[src/rtl/piopc_pkg.sv]
// Package for the two-port parallel I/O controller.
// Holds operation and mode codes, control word codes and reset constants.
// No dependencies.
package piopc_pkg;

  typedef enum logic [1:0] {
    OP_READ   = 2'd0,
    OP_WRITE  = 2'd1,
    OP_PIN    = 2'd2,
    OP_UNUSED = 2'd3
  } op_t;

  typedef enum logic [1:0] {
    PM_OUT    = 2'd0,
    PM_IN     = 2'd1,
    PM_BIDIR  = 2'd2,
    PM_BITCTL = 2'd3
  } mode_t;

  localparam logic [7:0] CTRL_READ_VALUE = 8'h43;
  localparam logic [7:0] PIN_RESET       = 8'hF0;
  localparam logic [7:0] DIR_RESET       = 8'hFF;
  localparam logic [7:0] MASK_ALL        = 8'hFF;

  // low nibble codes of control words
  localparam logic [3:0] CW_MODE    = 4'hF;
  localparam logic [3:0] CW_INT_CTL = 4'h7;
  localparam logic [3:0] CW_INT_EN  = 4'h3;

endpackage

[src/rtl/parallel_io_port_controller_core.sv]
// Top level of the two-port parallel I/O controller.
// Decodes bus reads, bus writes and pin events; depends on piopc_pkg.
//
// channel | handshake            | payload
// --------+----------------------+-------------------------------------------
// in      | in_valid / in_ready  | operation, port_sel, control_sel,
//         |                      | data_value, pin_index
// out     | out_valid / out_ready| read_data, interrupt_request,
//         |                      | interrupt_vector, port_{a,b}_pins,
//         |                      | port_{a,b}_direction
//
// One transaction per cycle while out_ready is high; the result appears in the cycle after acceptance.
// Port state is updated at the accepting edge from one level of decode logic.
// The result register is the only stage: in_ready is low only while it holds
// a result that out_ready has not taken.
// rst clears all port state to its reset values and empties the result register.
module parallel_io_port_controller_core
  import piopc_pkg::*;
(
  input  logic       clk,
  input  logic       rst,
  input  logic       in_valid,
  output logic       in_ready,
  input  logic [1:0] operation,
  input  logic       port_sel,
  input  logic       control_sel,
  input  logic [7:0] data_value,
  input  logic [2:0] pin_index,
  output logic       out_valid,
  input  logic       out_ready,
  output logic [7:0] read_data,
  output logic       interrupt_request,
  output logic [7:0] interrupt_vector,
  output logic [7:0] port_a_pins,
  output logic [7:0] port_b_pins,
  output logic [7:0] port_a_direction,
  output logic [7:0] port_b_direction
);

  // per-port state
  logic [7:0] pins      [2];
  logic [7:0] dirs      [2];
  mode_t      mode      [2];
  logic [7:0] vector    [2];
  logic       irq_en    [2];
  logic [7:0] mon_mask  [2];
  logic       and_mode  [2];
  logic       act_high  [2];
  logic       mask_pend [2];
  logic       dir_pend  [2];

  // selected port, current and next
  logic [7:0] cur_pins, cur_dirs, cur_vector, cur_mask;
  mode_t      cur_mode;
  logic       cur_irq_en, cur_and, cur_act_high;
  logic [7:0] pins_next, dirs_next, vector_next, mask_next;
  mode_t      mode_next;
  logic       irq_en_next, and_next, act_high_next, mask_pend_next, dir_pend_next;

  logic       accept;
  logic [7:0] pin_bit;
  logic       pin_high;
  logic [7:0] watched;
  logic [7:0] active_lvl;
  logic [7:0] rd_next;
  logic       irq_next;

  assign accept   = in_valid && in_ready;
  assign in_ready = !out_valid || out_ready;

  always_comb begin
    cur_pins     = pins[port_sel];
    cur_dirs     = dirs[port_sel];
    cur_mode     = mode[port_sel];
    cur_vector   = vector[port_sel];
    cur_irq_en   = irq_en[port_sel];
    cur_mask     = mon_mask[port_sel];
    cur_and      = and_mode[port_sel];
    cur_act_high = act_high[port_sel];

    pins_next      = cur_pins;
    dirs_next      = cur_dirs;
    mode_next      = cur_mode;
    vector_next    = cur_vector;
    irq_en_next    = cur_irq_en;
    mask_next      = cur_mask;
    and_next       = cur_and;
    act_high_next  = cur_act_high;
    mask_pend_next = mask_pend[port_sel];
    dir_pend_next  = dir_pend[port_sel];
    rd_next        = '0;
    irq_next       = 1'b0;

    pin_bit    = 8'd1 << pin_index;
    pin_high   = |data_value;
    watched    = ~cur_mask;
    active_lvl = cur_act_high ? MASK_ALL : 8'h00;

    case (op_t'(operation))
      OP_READ: begin
        rd_next = control_sel ? CTRL_READ_VALUE : cur_pins;
      end
      OP_WRITE: begin
        if (control_sel) begin
          if (dir_pend[port_sel]) begin
            dir_pend_next = 1'b0;
            dirs_next     = data_value;
          end else if (mask_pend[port_sel]) begin
            mask_pend_next = 1'b0;
            mask_next      = data_value;
          end else if (data_value[3:0] == CW_MODE) begin
            mode_next     = mode_t'(data_value[7:6]);
            dir_pend_next = (mode_t'(data_value[7:6]) == PM_BITCTL);
          end else if (data_value[3:0] == CW_INT_CTL) begin
            mask_pend_next = data_value[4];
            act_high_next  = data_value[5];
            and_next       = data_value[6];
            irq_en_next    = data_value[7];
            if (data_value[4]) begin
              mask_next = MASK_ALL;
            end
          end else if (data_value[3:0] == CW_INT_EN) begin
            irq_en_next = data_value[7];
          end else if (!data_value[0]) begin
            vector_next = data_value;
          end
        end else begin
          if (cur_mode == PM_BITCTL) begin
            pins_next = (cur_pins & cur_dirs) | (data_value & ~cur_dirs);
          end else if (cur_mode != PM_IN) begin
            pins_next = data_value;
          end
        end
      end
      OP_PIN: begin
        pins_next = pin_high ? (cur_pins | pin_bit) : (cur_pins & ~pin_bit);
        if (cur_irq_en && (pins_next != cur_pins) && (cur_mode != PM_OUT)) begin
          if (cur_mode != PM_BITCTL) begin
            irq_next = 1'b1;
          end else if (((cur_mask & pin_bit) == '0) && (cur_act_high == pin_high)) begin
            // AND mode: every monitored pin must sit at the active level
            irq_next = !cur_and || ((pins_next & watched) == (active_lvl & watched));
          end
        end
      end
      default: begin
      end
    endcase
  end

  // state update
  always_ff @(posedge clk) begin
    if (rst) begin
      for (int i = 0; i < 2; i++) begin
        pins[i]      <= PIN_RESET;
        dirs[i]      <= DIR_RESET;
        mode[i]      <= PM_OUT;
        vector[i]    <= '0;
        irq_en[i]    <= 1'b0;
        mon_mask[i]  <= '0;
        and_mode[i]  <= 1'b1;
        act_high[i]  <= 1'b0;
        mask_pend[i] <= 1'b0;
        dir_pend[i]  <= 1'b0;
      end
    end else if (accept) begin
      pins[port_sel]      <= pins_next;
      dirs[port_sel]      <= dirs_next;
      mode[port_sel]      <= mode_next;
      vector[port_sel]    <= vector_next;
      irq_en[port_sel]    <= irq_en_next;
      mon_mask[port_sel]  <= mask_next;
      and_mode[port_sel]  <= and_next;
      act_high[port_sel]  <= act_high_next;
      mask_pend[port_sel] <= mask_pend_next;
      dir_pend[port_sel]  <= dir_pend_next;
    end
  end

  // result register
  always_ff @(posedge clk) begin
    if (rst) begin
      out_valid <= 1'b0;
    end else if (accept) begin
      out_valid <= 1'b1;
    end else if (out_ready) begin
      out_valid <= 1'b0;
    end
  end

  always_ff @(posedge clk) begin
    if (accept) begin
      read_data         <= rd_next;
      interrupt_request <= irq_next;
      interrupt_vector  <= irq_next ? cur_vector : 8'h00;
      port_a_pins       <= port_sel ? pins[0] : pins_next;
      port_b_pins       <= port_sel ? pins_next : pins[1];
      port_a_direction  <= port_sel ? dirs[0] : dirs_next;
      port_b_direction  <= port_sel ? dirs_next : dirs[1];
    end
  end

  // a port never waits for a direction word and a mask word at once
  a_pend_excl: assert property (@(posedge clk) disable iff (rst)
    !(dir_pend[0] && mask_pend[0]) && !(dir_pend[1] && mask_pend[1]))
    else $error("direction and mask word both pending");

  // direction word is only awaited in bit-control mode
  a_dir_pend_mode: assert property (@(posedge clk) disable iff (rst)
    (!dir_pend[0] || mode[0] == PM_BITCTL) && (!dir_pend[1] || mode[1] == PM_BITCTL))
    else $error("direction word pending outside bit-control mode");

  // an output-mode port never interrupts
  a_no_irq_output: assert property (@(posedge clk) disable iff (rst)
    accept && cur_mode == PM_OUT |=> !interrupt_request)
    else $error("interrupt raised in output mode");

  // control read returns the fixed status byte
  a_ctrl_read: assert property (@(posedge clk) disable iff (rst)
    accept && operation == OP_READ && control_sel |=> read_data == CTRL_READ_VALUE)
    else $error("control read value wrong");

  // a request only comes with a pin event, never with a read value
  a_irq_no_rd: assert property (@(posedge clk) disable iff (rst)
    accept && operation != OP_PIN |=> !interrupt_request && interrupt_vector == 8'h00)
    else $error("interrupt on a bus access");

endmodule
[config.mk]
export PLATFORM = sky130hd
export DESIGN_NAME = parallel_io_port_controller_core
export DESIGN_NICKNAME = d
export VERILOG_FILES = /design/src/rtl/piopc_pkg.sv /design/src/rtl/parallel_io_port_controller_core.sv
export SDC_FILE = /design/constraint.sdc
export NUM_CORES = 1
export LEC_CHECK = 0
export ABC_AREA = 1
export BUFFER_PORTS_ARGS = -buffer_cell sky130_fd_sc_hd__buf_2
export CORE_MARGIN = 2
export CORE_UTILIZATION = 51
export CTS_CLUSTER_DIAMETER = 120
export DETAILED_ROUTE_END_ITERATION = 16
export PLACE_DENSITY = 0.83
export SETUP_SLACK_MARGIN = 0.05
export SLEW_MARGIN = 10
export SYNTH_ARGS = -nofsm -noshare
export SYNTH_HDL_FRONTEND = slang
export SYNTH_SLANG_ARGS = --single-unit
[constraint.sdc]
create_clock -name clk -period 3.4 [get_ports clk]
set_clock_uncertainty 0.15 [all_clocks]
set_input_delay 0.34 -clock clk [delete_from_list [all_inputs] [get_ports clk]]
set_output_delay 0.34 -clock clk [all_outputs]
set_load 0.02 [all_outputs]
==> results by group <==
Worst setup path
  • Count of buffering cells on the critical path with inverters included: 2
  • Critical Path RT: 3.40 ns
  • Slowest CP cell: o21ai_0
  • Startpoint type of the worst setup path: input pin
  • Delay contributed by the slowest stage of the critical path: 0.52 ns
  • Worst path cell trace: buf_2 > buf_12 > nand2_1 > nand2_1 > nor2_2 > nand3_1 > o21ai_0 > nor2_1
  • Largest delay contributor family on the critical path: simple AND/OR/NAND/NOR gates
  • Timing startpoint of the critical path: port_sel
  • Critical Setup Path Class: in -> reg
  • CP max FO: 88
  • Type of destination of the critical path: flip-flop
  • CP dominant cell by count: nand2_1
  • R2R Path Start: dir_pend[1]
  • Critical path arrival: 2.30 ns

Timing
  • Final critical-path required period: 2.299 ns
  • Tcrit/Tclk final: 0.6763
  • Worst slew margin: 0.3354
  • Actual transition at the worst max-transition pin: 0.9955 ns
  • Aggregate negative setup slack: 0 ns
  • Number of setup violations in the final report: 0
  • RSZ-0062 raised after global routing: false
  • F_max: 434.9 MHz
  • Max-slew violation count: 0
  • Count of final hold-check violations: 0

Global routing
  • Maximum number of pins on one net before global-route repair: 89
  • Initial antenna violation count: 0
  • Wire length of the first global-routing pass: 24.81 mm
  • Total GRT Usage: 0.2266
  • Via count of the first global-routing pass: 5106
  • GRT Residual Overflow: 0

Clock network
  • Deepest clock path buffer count: 2
  • Root Buffer Master: clkbuf_16
  • Sink Count: 128
  • H-tree depth: 4
  • Clock-pin transition on the worst setup and hold timing paths: 0.06 ns
  • Clock tree from TritonCTS: done
  • Number of gates given a new drive strength after cts: 0
  • Number of buffers inserted during clock tree synthesis: 17
  • Worst-Skew Late Latency: 0.42 ns

Floorplanning
  • Floorplan die height: 118.4 um
  • Area of the placeable core: 0.01272 mm^2
  • Effective utilization at floorplan: 0.5246
  • Row count: 41
  • Total Die Area: 0.01402 mm^2
  • Count of boundary I/O pins: 70
  • Floorplan die width: 118.4 um

Synth
  • Share of synthesized flip-flops with an asynchronous set or reset: 0
  • Synthesized area divided by synthesized cell count: 9.167 um^2
  • Part of the Yosys area used for sequential elements: 0.5714
  • Synthesized cell area: 0.006674 mm^2
  • Commonest cells post-synth: 185 x nand2_1, 125 x edfxtp_1, 82 x inv_1
  • Area share of the leading cell type in the synthesized netlist: 0.5624
  • Largest cells by area after synthesis: edfxtp_1 56%, nand2_1 10%, o21ai_0 5.7%, inv_1 4.6%, nor2_1 4.4%
  • Synthesized Nets: 750
  • Flops & latches, synth: 128
  • Most common flop cell mapped by yosys: edfxtp_1
  • Count of unique library cells instantiated by Yosys: 36
  • Yosys top cell by area: edfxtp_1
  • Number of standard cells after synthesis: 728
  • Number of synthesized flops with an enable pin: 125
  • Most common cell in the netlist: nand2_1
  • Yosys warning count: 0

Min path
  • Worst Hold Class: in -> reg
  • Hold Crit Start: out_ready

Route
  • Drt first pass iters: 5
  • Total number of vias: 5281
  • Average wire per cell in the routed design: 15.64 um
  • Drt initial violations: 491
  • Routed vias/inst: 5.356
  • Detail Route Antenna Nets: 0
  • DRC violations left: 0
  • Routed wire length: 15.42 mm

Cells and area
  • Share of layout cells above drive strength 1: 0.1941
  • Final-stage net count: 824
  • N_diodes: 0
  • P&R area growth vs syn: 15.47%

Pwr
  • Worst IR Drop VDD: 317.7 uV
  • PD cells: 525.5 mW/mm^2
  • Leakage dissipation: 3.352 nW
  • Total power: 4.050 mW

Job
  • Max-cap violations: 0

Run status
  • Run status: finished, final reports clean

Place
  • DP Wirelength: 10.32 mm
  • Number of port buffers: 69
  • Final Wtd Congestion: 0.9509
metal layers:
metal / vias to the layer above / wire (um) / track usage
li1: 2570 / - / -
met1: 2452 / 6529 / 0.2932
met2: 221 / 7381 / 0.3772
met3: 38 / 1151 / 0.04006
met4: 0 / 354 / 0.09449
met5: - / 0 / 0
where the power goes:
part | internal (mW) | switching, mW | total [mW]
clock network | 0.991 | 0.670 | 1.66
logic | 0.156 | 0.377 | 0.532
registers | 1.83 | 0.0226 | 1.86
worst reg2reg max path: stages, from the launching register on:
cell and delay [ns]:
edfxtp_1 0.35, nand2_1 0.07, nand2_1 0.10, nor2_2 0.23, nand3_1 0.48, o21ai_0 0.52
nor2_1 0.08
registers in the layout (all words and copies together), names as in the netlist, 16 cells and up:
register	count
dirs	16
pins	16
mon_mask	16
vector	16
cell type report:
class	count	area, um^2
clock inverter	11	92.59
fill	1083	5016
timing repair buffer	81	450.4
tap	172	215.2
inverter	91	341.6
sequential	128	3814
multi-input combinational	483	2356
clock buffer	20	436.7
cells by family after synthesis:
group                      Yosys count  share of synthesized area
AOI/OAI and AO/OA                  122                     0.1070
xor gates and xnor gates             4                   0.005249
adders and majority gates            3                   0.005625
buffers and inverters              117                    0.07555
DFF                                128                     0.5714
muxes                               11                    0.01650
and+or+nand+nor                    343                     0.2186
through the flow:
step                utilization  setup WS, ns  hold slack, ns  cells  instance area (um^2)
finish                   0.6057         1.101         0.06643    986                  7706
global route             0.6057        0.9353          0.1249    986                  7706
CTS                      0.6057         1.148         0.06559    986                  7706
detailed placement       0.5633        0.7308          0.3285    954                  7167
global placement         0.5633        0.7122          0.3292    954                  7167
floorplan                     -        0.6946          0.2591    728                  6674
final timing paths:
check        cells after the start      endpoint  slack (ns)
max                              8  vector[0][1]        1.10
min                              4     out_valid        0.07
max reg2reg                      6  vector[0][1]        1.14
min reg2reg                      2   and_mode[0]        0.34
cells in the final DEF, fill, tap and decap left out, drive strengths merged:
| cell type | n |
|---|---|
| nand2 | 197 |
| edfxtp | 125 |
| o21ai | 95 |
| inv | 90 |
| nor2 | 89 |
| buf | 80 |
| nand3 | 42 |
| clkbuf | 20 |
| mux2i | 11 |
| a21oi | 9 |
| o22ai | 9 |
| o21a | 6 |
| or2 | 6 |
| clkinv | 6 |
| nor3 | 6 |
| clkinvlp | 5 |
| xor2 | 4 |
| ha | 3 |
| dfxtp | 3 |
| o211ai | 2 |
| nand4 | 2 |
| nand3b | 1 |
| a211oi | 1 |
| bufinv | 1 |
| dlygate4sd3 | 1 |
timing repair:
| action | 4_1_cts | 5_1_grt |
|---|---|---|
| hold buffers | 1 | 0 |
| endpoints found under the hold margin | 1 | 0 |
| buffers inserted | 0 | 0 |
Power figures use the tool's default switching activity.
